$ cat src/rtl/core/qpd_pkg.sv
// Shared types, character codes and hex decode for the quoted-printable decoder.
package qpd_pkg;

   localparam logic [7:0] EQ_CHAR = 8'h3D;
   localparam logic [7:0] CR_CHAR = 8'h0D;
   localparam logic [7:0] LF_CHAR = 8'h0A;
   localparam logic [15:0] TALLY_MAX = 16'hFFFF;
   localparam int unsigned QUEUE_DEPTH = 2;

   typedef enum logic [2:0] {
      PH_NORMAL = 3'b001,
      PH_ESCAPE = 3'b010,
      PH_PAIR   = 3'b100
   } phase_type;

   // One classified item travelling from front to back.
   typedef struct packed {
      logic [7:0] value;
      logic       has_data;
      logic       bad_pair;
      logic       chunk_end;
   } op_type;

   // Returns {invalid, nibble}; invalid set when the byte is not a hex digit.
   function automatic logic [4:0] hex_decode(input logic [7:0] ch);
      logic [4:0] res;
      res = 5'h10;
      if (ch >= 8'h30 && ch <= 8'h39) begin
         res = {1'b0, 4'(ch - 8'h30)};
      end else if (ch >= 8'h41 && ch <= 8'h46) begin
         res = {1'b0, 4'(ch - 8'h41 + 8'd10)};
      end else if (ch >= 8'h61 && ch <= 8'h66) begin
         res = {1'b0, 4'(ch - 8'h61 + 8'd10)};
      end
      return res;
   endfunction

endpackage

$ cat src/rtl/core/qpd_front.sv
// Front end: accepts bytes, tracks escape phase and decodes hex pairs.
module qpd_front (
   input  logic            clock,
   input  logic            reset,
   input  logic            req_valid,
   input  logic [7:0]      req_in_byte,
   input  logic            req_chunk_end,
   input  logic            q_full,
   output logic            push,
   output qpd_pkg::op_type push_op
);

   qpd_pkg::phase_type phase_ff, phase_in;
   logic [7:0]         held_ff;
   logic [4:0]         hi_dig, lo_dig;
   qpd_pkg::op_type    op;
   logic               accept;

   assign accept = req_valid && !q_full;
   assign hi_dig = qpd_pkg::hex_decode(held_ff);
   assign lo_dig = qpd_pkg::hex_decode(req_in_byte);

   always_comb begin
      op           = '0;
      op.chunk_end = req_chunk_end;
      phase_in     = phase_ff;
      unique case (phase_ff)
         qpd_pkg::PH_ESCAPE: begin
            if (req_in_byte != qpd_pkg::CR_CHAR) begin
               phase_in = (req_in_byte == qpd_pkg::LF_CHAR) ? qpd_pkg::PH_NORMAL
                                                            : qpd_pkg::PH_PAIR;
            end
         end
         qpd_pkg::PH_PAIR: begin
            if (hi_dig[4] || lo_dig[4]) begin
               op.bad_pair = 1'b1;
            end else begin
               op.has_data = 1'b1;
               op.value    = {hi_dig[3:0], lo_dig[3:0]};
            end
            phase_in = qpd_pkg::PH_NORMAL;
         end
         default: begin
            if (req_in_byte == qpd_pkg::EQ_CHAR) begin
               phase_in = qpd_pkg::PH_ESCAPE;
            end else begin
               op.has_data = 1'b1;
               op.value    = req_in_byte;
               phase_in    = qpd_pkg::PH_NORMAL;
            end
         end
      endcase
   end

   // Only items that produce a result go to the back end.
   assign push    = accept && (op.has_data || op.bad_pair || op.chunk_end);
   assign push_op = op;

   always_ff @(posedge clock) begin
      if (reset) begin
         phase_ff <= qpd_pkg::PH_NORMAL;
         held_ff  <= 8'h00;
      end else if (accept) begin
         phase_ff <= phase_in;
         held_ff  <= req_in_byte;
      end
   end

endmodule

$ cat src/rtl/core/qpd_fifo.sv
// Two-entry queue of classified items between front and back end.
module qpd_fifo (
   input  logic            clock,
   input  logic            reset,
   input  logic            push,
   input  qpd_pkg::op_type push_op,
   input  logic            pop,
   output logic            full,
   output logic            not_empty,
   output qpd_pkg::op_type head_op
);

   localparam int unsigned PTR_W = $clog2(qpd_pkg::QUEUE_DEPTH);
   localparam int unsigned CNT_W = $clog2(qpd_pkg::QUEUE_DEPTH + 1);

   qpd_pkg::op_type    mem_ff [qpd_pkg::QUEUE_DEPTH];
   logic [PTR_W-1:0]   wr_ptr_ff, rd_ptr_ff;
   logic [CNT_W-1:0]   count_ff;
   logic               do_pop;

   assign full      = (count_ff == CNT_W'(qpd_pkg::QUEUE_DEPTH));
   assign not_empty = (count_ff != '0);
   assign head_op   = mem_ff[rd_ptr_ff];
   assign do_pop    = pop && not_empty;

   always_ff @(posedge clock) begin
      if (push) begin
         mem_ff[wr_ptr_ff] <= push_op;
      end
   end

   always_ff @(posedge clock) begin
      if (reset) begin
         wr_ptr_ff <= '0;
         rd_ptr_ff <= '0;
         count_ff  <= '0;
      end else begin
         if (push) begin
            wr_ptr_ff <= wr_ptr_ff + PTR_W'(1);
         end
         if (do_pop) begin
            rd_ptr_ff <= rd_ptr_ff + PTR_W'(1);
         end
         if (push && !do_pop) begin
            count_ff <= count_ff + CNT_W'(1);
         end else if (do_pop && !push) begin
            count_ff <= count_ff - CNT_W'(1);
         end
      end
   end

endmodule

$ cat src/rtl/core/qpd_back.sv
// Back end: keeps the chunk error tally and drives the result register.
module qpd_back (
   input  logic            clock,
   input  logic            reset,
   input  logic            q_not_empty,
   input  qpd_pkg::op_type head_op,
   output logic            pop,
   input  logic            rsp_stall,
   output logic            rsp_valid,
   output logic [7:0]      rsp_out_byte,
   output logic            rsp_has_data,
   output logic            rsp_bad_pair,
   output logic            rsp_chunk_done,
   output logic [15:0]     rsp_chunk_errors
);

   logic        valid_ff;
   logic [15:0] tally_ff, tally_in, tally_next;
   logic [7:0]  byte_ff;
   logic        data_ff, bad_ff, done_ff;
   logic [15:0] errs_ff;

   assign pop = q_not_empty && (!valid_ff || !rsp_stall);

   always_comb begin
      tally_next = tally_ff;
      if (head_op.bad_pair && tally_ff != qpd_pkg::TALLY_MAX) begin
         tally_next = tally_ff + 16'd1;
      end
      tally_in = head_op.chunk_end ? 16'd0 : tally_next;
   end

   always_ff @(posedge clock) begin
      if (reset) begin
         valid_ff <= 1'b0;
         tally_ff <= 16'd0;
      end else begin
         if (pop) begin
            valid_ff <= 1'b1;
            tally_ff <= tally_in;
         end else if (!rsp_stall) begin
            valid_ff <= 1'b0;
         end
      end
   end

   always_ff @(posedge clock) begin
      if (pop) begin
         byte_ff <= head_op.value;
         data_ff <= head_op.has_data;
         bad_ff  <= head_op.bad_pair;
         done_ff <= head_op.chunk_end;
         errs_ff <= head_op.chunk_end ? tally_next : 16'd0;
      end
   end

   assign rsp_valid        = valid_ff;
   assign rsp_out_byte     = byte_ff;
   assign rsp_has_data     = data_ff;
   assign rsp_bad_pair     = bad_ff;
   assign rsp_chunk_done   = done_ff;
   assign rsp_chunk_errors = errs_ff;

endmodule

$ cat src/rtl/core/quoted_printable_decoder_core.sv
// Quoted-printable decoder: one byte in per unstalled cycle, zero or one result out.
// A result is written to the queue at the edge that accepts its byte, then to the
// result register that drives rsp_.
// Throughput: one byte per cycle; a stalled result stalls the input once the
// two-entry queue is full.
// Reset clears the escape phase, held byte, error tally, queue and result valid.
module quoted_printable_decoder_core (
   input  logic        clock,
   input  logic        reset,
   input  logic        req_valid,
   output logic        req_stall,
   input  logic [7:0]  req_in_byte,
   input  logic        req_chunk_end,
   output logic        rsp_valid,
   input  logic        rsp_stall,
   output logic [7:0]  rsp_out_byte,
   output logic        rsp_has_data,
   output logic        rsp_bad_pair,
   output logic        rsp_chunk_done,
   output logic [15:0] rsp_chunk_errors
);

   logic            push, pop, q_full, q_not_empty;
   qpd_pkg::op_type push_op, head_op;

   assign req_stall = q_full;

   qpd_front u_front (
      .clock         (clock),
      .reset         (reset),
      .req_valid     (req_valid),
      .req_in_byte   (req_in_byte),
      .req_chunk_end (req_chunk_end),
      .q_full        (q_full),
      .push          (push),
      .push_op       (push_op)
   );

   qpd_fifo u_fifo (
      .clock     (clock),
      .reset     (reset),
      .push      (push),
      .push_op   (push_op),
      .pop       (pop),
      .full      (q_full),
      .not_empty (q_not_empty),
      .head_op   (head_op)
   );

   qpd_back u_back (
      .clock            (clock),
      .reset            (reset),
      .q_not_empty      (q_not_empty),
      .head_op          (head_op),
      .pop              (pop),
      .rsp_stall        (rsp_stall),
      .rsp_valid        (rsp_valid),
      .rsp_out_byte     (rsp_out_byte),
      .rsp_has_data     (rsp_has_data),
      .rsp_bad_pair     (rsp_bad_pair),
      .rsp_chunk_done   (rsp_chunk_done),
      .rsp_chunk_errors (rsp_chunk_errors)
   );

endmodule

$ cat config.mk
export PLATFORM = sky130hd
export DESIGN_NAME = quoted_printable_decoder_core
export DESIGN_NICKNAME = d
export VERILOG_FILES = /design/src/rtl/core/qpd_pkg.sv /design/src/rtl/core/qpd_front.sv /design/src/rtl/core/qpd_fifo.sv /design/src/rtl/core/qpd_back.sv /design/src/rtl/core/quoted_printable_decoder_core.sv
export SDC_FILE = /design/constraint.sdc
export NUM_CORES = 1
export LEC_CHECK = 0
export BUFFER_PORTS_ARGS = -buffer_cell sky130_fd_sc_hd__buf_2
export CAP_MARGIN = 20
export CORE_ASPECT_RATIO = 0.75
export CORE_MARGIN = 5
export CORE_UTILIZATION = 63
export CTS_CLUSTER_DIAMETER = 30
export DETAILED_ROUTE_END_ITERATION = 8
export PLACE_DENSITY = 0.92
export SETUP_SLACK_MARGIN = 0.3
export SLEW_MARGIN = 10
export SYNTH_ARGS = -nofsm -noshare
export SYNTH_HDL_FRONTEND = slang
export SYNTH_HIERARCHICAL = 1
export SYNTH_SLANG_ARGS = --single-unit
export TNS_END_PERCENT = 30
$ cat constraint.sdc
create_clock -name clock -period 5.85 [get_ports clock]
set_input_delay 0.8775 -clock clock [delete_from_list [all_inputs] [get_ports clock]]
set_output_delay 0.8775 -clock clock [all_outputs]
set_load 0.01 [all_outputs]
## Yosys cells after proc, flatten, opt, wreduce, memory -nomap -nowiden

Memory sizes are Yosys's and may differ from the RTL's. A register that Yosys moved wholly into a read port is not among the register bits.
Index checks and enable logic that the tools add are counted.

- Shifts and indexed selects: 0
- Add/subtract/negate cells: 15
- Order comparisons: 12
- Equal/unequal tests: 9
- Div/mod/pow operators: 0
- Bitwise logic cells: 0
- Multipliers: 0
- Reduce and logical (&&, ||, !) cells: 25
- Muxes and demuxes: 25

Operator list:

| cell | number |
|---|---|
| 8-bit by 7-bit >= comparator with 1-bit output, second input constant | 4 |
| 8-bit by 7-bit less-or-equal comparator with 1-bit output, second input constant | 4 |
| 16-bit two-way mux | 2 |
| 5-bit two-way mux | 6 |
| 4-bit by 1-bit subtractor with 4-bit output, second input constant | 6 |
| 9-bit two-way mux | 2 |
| 9-bit case mux with 2 select lines | 1 |
| 16-bit by 1-bit adder with 16-bit output, second input constant | 1 |
| 4-bit adder, second input constant | 4 |
| 8-bit by 6-bit >= comparator with 1-bit output, second input constant | 2 |
| 8-bit by 6-bit less-or-equal comparator with 1-bit output, second input constant | 2 |
| 16-bit != test, second input constant | 1 |
| 1-bit logical AND | 13 |
| 8-bit by 4-bit == test with 1-bit output, second input constant | 1 |
| 8-bit by 6-bit == test with 1-bit output, second input constant | 1 |
| 1-bit two-way mux | 8 |
| 8-bit by 4-bit != test with 1-bit output, second input constant | 1 |
| 2-bit two-way mux | 3 |
| 3-bit two-way mux | 2 |
| 3-bit case mux with 2 select lines | 1 |
| 1-bit logical NOT | 5 |
| 1-bit logical OR | 4 |
| 2-bit by 1-bit != test with 1-bit output, second input constant | 2 |
| 2-bit nonzero test | 2 |
| other kinds (7) | 8 |

- Word-level logic and storage cells: 99
- Latch bits: 0
- RAM bits: 22
- Output and inout bits: 29
- Memory bits (read-only): 0
- Memories kept: 1
- Input bits: 13
- Register bits after elaboration: 59

Memories:

| memory | depth | bits a word | rd ports | clocked after memory_dff | wr ports | line | RTL |
|---|---|---|---|---|---|---|---|
| u_fifo.mem_ff | 2 | 11 | 1 | 1 | 1 | qpd_fifo.sv:16 | `qpd_pkg::op_type mem_ff [qpd_pkg::QUEUE_DEPTH];` |

## Longest topological paths before layout

- Depth after elaboration: 15
- Depth in mapped cells: 12
- Gate-level depth less buffers: 11

## Modules after synthesis

The synthesis kept the hierarchy.

By module, submodules not included:

| module | cells an instance | area an instance (um^2) | seq. area each (um^2) | instances |
|---|---|---|---|---|
| qpd_back | 215 | 2189.6 | 1151.1 | 1 |
| qpd_fifo | 56 | 1001.0 | 760.7 | 1 |
| qpd_front | 123 | 925.9 | 220.2 | 1 |

## Least setup slack after synthesis

OpenSTA, ideal clock, no wires.

- Path type: input to register
- Start point: in rsp_stall
- End point: reg u_fifo.count_ff[1]
- Slack: 2687 ps
- Path buffers: 1
- Arrival time: 3093 ps
- Stages: 7
- Library setup time: 70 ps
- Required time: 5780 ps
- Cell sequence: a21bo_2 -> clkbuf_1 -> clkinv_1 -> o21ai_0 -> ha_1 -> or3_1 -> a21oi_1

- Longest elaborated chain between the ends: 7
- Elaborated cells on any way between the ends: 9
- Classes of those cells: mux (1); reduce/logical (8)

RTL lines:

| element | line | RTL |
|---|---|---|
| start, declared | quoted_printable_decoder_core.sv:15 | `input logic rsp_stall,` |
| 1-bit logical NOT (*) | qpd_back.sv:23 | `assign pop = q_not_empty && (!valid_ff \|\| !rsp_stall);` |
| 1-bit logical OR (*) | qpd_back.sv:23 |  |
| 1-bit logical AND (*) | qpd_back.sv:23 |  |
| named net pop | quoted_printable_decoder_core.sv:23 | `logic push, pop, q_full, q_not_empty;` |
| 1-bit logical AND (*) | qpd_fifo.sv:24 | `assign do_pop = pop && not_empty;` |
| 1-bit logical NOT | qpd_fifo.sv:44 | `if (push && !do_pop) begin` |
| 1-bit logical AND | qpd_fifo.sv:44 |  |
| 2-bit two-way mux / 2-bit nonzero test (equally long branches) | n/a |  |
| end signal, assigned | qpd_fifo.sv:45 | `count_ff <= count_ff + CNT_W'(1);` |
| end signal, assigned | qpd_fifo.sv:47 | `count_ff <= count_ff - CNT_W'(1);` |
| end, declared | qpd_fifo.sv:18 | `logic [CNT_W-1:0] count_ff;` |

The timed path passes the listed nets; every way through them passes the cells marked *.
A chain may end at the register's enable or synchronous reset.

## Final worst setup path

- Start point: in req_in_byte[1]
- End point: mem u_fifo/mem_ff[0][9] in the netlist's numbering (enable)

- Longest elaborated chain between the ends: 13
- Elaborated cells on any way between the ends: 24
- Classes of those cells: order compare (6); eq/ne (1); mux (10); reduce/logical (7)

RTL lines:

| element | line | RTL |
|---|---|---|
| start, declared | quoted_printable_decoder_core.sv:12 | `input logic [7:0] req_in_byte,` |
| 8-bit by 7-bit >= comparator with 1-bit output / 8-bit by 7-bit less-or-equal comparator with 1-bit output (equally long branches) | qpd_pkg.sv:32 | `end else if (ch >= 8'h61 && ch <= 8'h66) begin` |
| 1-bit logical AND | qpd_pkg.sv:32 |  |
| 5-bit two-way mux | qpd_pkg.sv:32 |  |
| 5-bit two-way mux | qpd_pkg.sv:30 | `end else if (ch >= 8'h41 && ch <= 8'h46) begin` |
| 5-bit two-way mux | qpd_pkg.sv:28 | `if (ch >= 8'h30 && ch <= 8'h39) begin` |
| 1-bit logical OR | qpd_front.sv:35 | `if (hi_dig[4] \|\| lo_dig[4]) begin` |
| 9-bit two-way mux / 1-bit two-way mux (equally long branches) | qpd_front.sv:35 |  |
| 9-bit case mux with 2 select lines / 1-bit two-way mux (equally long branches) | qpd_front.sv:27 | `unique case (phase_ff)` |
| 1-bit logical OR (*) (2 in a row) | qpd_front.sv:56 | `assign push = accept && (op.has_data \|\| op.bad_pair \|\| op.chunk_end);` |
| 1-bit logical AND (*) | qpd_front.sv:56 |  |
| named net push | quoted_printable_decoder_core.sv:23 |  |
| 1-bit two-way mux (*) | qpd_fifo.sv:27 | `if (push) begin` |
| 1-bit two-way mux (implied by the code) (*) | qpd_fifo.sv:28 | `mem_ff[wr_ptr_ff] <= push_op;` |
| end, declared | qpd_fifo.sv:16 |  |

Marks and branches as above.

==> metrics.csv <==
stage,metric,value,unit
sta,Worst slew margin,38.2,%
detailed_routing,Post-Route M1 WL,3790,um
detailed_routing,vias per inst,6.59,
layout,layout cells sized above 1,19.7,%
placed_design,RePlAce Congestion,0.934,
synth,post-synth cell types,63,
detailed_routing,DRT Pass-1 Iters,6,
layout,area grow syn2layout,9.51,%
synth,"Primary FF master, synth",edfxtp_1,
sta,Final Max Tran Viols,0,
power_and_ir_drop,net switching fraction of the power,34.2,%
clock_tree,Post-CTS Setup Repair Bufs,0,
synth,Mapped Nets,416,
clock_tree,CTS max path bufs,2,
synth,Yosys reg bits,82,
global_route,total track usage,24.3,%
sta,post-route minimum period,3030,ps
critical_path,crit path DAT,3020,ps
detailed_routing,Post-Route WL,9210,um
clock_tree,"Reg clk slew, reported paths",80,ps
sta,Final TNS setup,0,ps
sta,final hold viol count,0,
global_route,first-pass GRT wire length,15600,um
layout,Nets,448,
synth,Mapped Avg Cell Area,10.4,um^2
detailed_routing,wire length on met2,4310,um
critical_path,CP Launch Type,primary input,
clock_tree,clk_lat worst skew,360,ps
global_route,initial antenna violation count,0,
synth,async set-or-reset flop fraction in the synthesized netlist,0,%
synth,Post-Syn Area,4120,um^2
detailed_routing,met3 WL,926,um
clock_tree,CTS tree,yes,
detailed_routing,Routed Antenna Nets,0,
sta,Setup-failing EPs final,0,
layout,ant diodes,0,
detailed_routing,DR top layer,met4,
placed_design,Cells after DPL,496,
power_and_ir_drop,Int Pwr,1.09,mW
floorplan,die extent in x,103,um
critical_path,R2R depth,5,
clock_tree,CTS resizes,0,
sta,worst hold margin,470,ps
floorplan,Core Area,6320,um^2
synth,total number of yosys warnings,6,
synth,"Seq/Total Area, Yosys",51.8,%
floorplan,std cell rows,25,
global_route,largest net degree at the start of global routing,38,
sta,RSZ-0062 raised after global routing,false,
worst_hold_path,min-delay worst type,reg2reg,
clock_tree,Root Driver,clkbuf_8,
critical_path,FF-to-FF End,u_back/tally_ff[3]$_SDFFE_PP0P_,
global_route,vias in the first global route,3160,
placed_design,PortBufs,41,
layout,fill count,459,
job,max-cap viol count,0,
critical_path,R2R Setup Slk,2950,ps
sta,maximum clock frequency,330,MHz
power_and_ir_drop,PwrDens,368,nW/um^2
critical_path,critical path data required time,5840,ps
sta,Worst-Margin Slew,926,ps
critical_path,Worst setup endpoint,u_fifo/mem_ff[0][9]$_DFFE_PP_,
sta,Layout Skew,7.50,ps
floorplan,Die H,80.0,um
power_and_ir_drop,total power,1.66,mW
detailed_routing,initial drt markers,384,
critical_path,"Worst Path Class, Setup",in2reg,
clock_tree,Max H-tree Level,3,
power_and_ir_drop,clock power share,23.1,%
synth,Post-synth EDFFs,49,
clock_tree,CTS Buf Count,9,
floorplan,die area,8270,um^2
power_and_ir_drop,Comb pwr share,26.9,%
floorplan,Initial Utilization,65.1,%
layout,post-route insts no fill,512,
power_and_ir_drop,maximum vdd drop,203,uV
power_and_ir_drop,Lkg Pwr,1.54,nW
placed_design,post-DP HPWL,6220,um
floorplan,IO Count,42,
power_and_ir_drop,part of the power in registers,50.0,%
clock_tree,clock sink count,82,
detailed_routing,wire per inst,18.0,um
critical_path,Setup crit end kind,flop,
detailed_routing,DR vias,3374,
sta,Tcrit/Tclk final,51.8,%
critical_path,Critical Path Fanout Max,11,
detailed_routing,DRC Markers,0,
synth,synthesized instance count,394,
run_status,status,completed,
power_and_ir_drop,switching pwr,567,uW
clock_tree,hold buffers post-CTS,0,
global_route,total grt overflow,0,
critical_path,worst setup path startpoint,req_in_byte[1],
[per-stage QoR]
stage	worst slack, ps	cell area, um^2	utilization, %
global placement	2590	4320	68.3
finish	2820	4510	71.3
global route	2680	4510	71.3
detailed placement	2490	4320	68.4
floorplan	2690	4120	-
CTS	2870	4500	71.3
[synth_stat cells (7+ instances only)]
cell	number	area, um^2
nand3_1	7	35.0
nor3_1	7	35.0
ha_1	9	113
mux2_2	11	124
a21oi_1	29	145
clkbuf_1	12	45.0
edfxtp_1	49	1470
nand4_1	7	43.8
a31oi_1	7	43.8
inv_1	11	41.3
nor4_1	7	43.8
o21ai_0	17	85.1
or4_1	12	90.1
dfxtp_1	33	661
nand2_1	46	173
nor2_1	20	75.1
or3_1	12	75.1
[metal layers]
metal | vias to the layer above | global-route usage (%)
li1 | 1551 | -
met1 | 1572 | 33.2
met2 | 221 | 38.6
met3 | 30 | 4.98
met4 | 0 | 8.02
met5 | - | 0
[area by class of cell]
type	count	area [um^2]	area share, %
well taps	81	101	2.25
clock buffers	9	124	2.75
inverters	12	45.0	0.999
clock inverters	7	58.8	1.30
repair buffers	43	218	4.83
flip-flops and latches	82	2130	47.3
multi-input cells	278	1830	40.6
[sequential cells by signal (all words and copies together), names as in the netlist, named ones only]
signal,cells
u_fifo/mem_ff,22
u_back/rsp_chunk_errors,16
u_back/tally_ff,16
u_back/rsp_out_byte,8
u_front/held_ff,8
u_front/phase_ff,3
u_fifo/count_ff,2
u_back/rsp_bad_pair,1
u_back/rsp_chunk_done,1
u_back/rsp_has_data,1
u_back/rsp_valid,1
u_fifo/rd_ptr_ff,1
u_fifo/wr_ptr_ff,1
[how the worst min path moves through the flow]
stage | end | depth (start not counted) | slack (ps) | from
floorplan | u_front/held_ff[5]$_SDFFE_PP0P_ | 2 | 440 | u_front/held_ff[5]$_SDFFE_PP0P_
detailed placement | u_front/held_ff[5]$_SDFFE_PP0P_ | 2 | 460 | u_front/held_ff[5]$_SDFFE_PP0P_
global route | u_front/held_ff[6]$_SDFFE_PP0P_ | 2 | 510 | u_front/held_ff[6]$_SDFFE_PP0P_
finish | u_front/held_ff[5]$_SDFFE_PP0P_ | 2 | 470 | u_front/held_ff[5]$_SDFFE_PP0P_
CTS | u_front/held_ff[5]$_SDFFE_PP0P_ | 2 | 470 | u_front/held_ff[5]$_SDFFE_PP0P_
global placement | u_front/held_ff[5]$_SDFFE_PP0P_ | 2 | 450 | u_front/held_ff[5]$_SDFFE_PP0P_
[power by group through the flow]
stage	Sequential, mW	Combinational (mW)	Clock (mW)
finish	0.830	0.446	0.383
global route	0.846	0.490	0.416
CTS	0.832	0.446	0.388
detailed placement	0.843	0.443	0
global placement	0.834	0.427	0
floorplan	0.873	0.251	0
[cells by family (layout without fill, tap and decap cells)]
logic type | after synthesis | in the layout | share of synthesized area (%)
and+or+nand+nor | 152 | 152 | 20.4
AOI/OAI and AO/OA | 93 | 93 | 15.3
DFF | 82 | 82 | 51.8
buffers and inverters | 34 | 71 | 3.89
muxes | 15 | 15 | 3.98
adders and majority gates | 9 | 9 | 2.74
xor gates and xnor gates | 9 | 9 | 1.91
[placed cells by master (no fill, tap or decap), types with 11 or more instances in the layout]
cell       n
edfxtp_1  49
nand2_1   46
dfxtp_1   33
nor2_1    20
or3_1     12
o21ai_0   17
a21oi_1   29
inv_1     11
mux2_2    11
buf_2     42
or4_1     12
[critical path, cell delays in order]
cell and delay [ps]:
buf_2 140, inv_1 70, ha_1 210, nand3_1 150
or2_2 140, and2_0 300, nor3_1 90, nor2_1 250
nor2b_1 790
No activity file was read; power rests on OpenSTA's default activity.
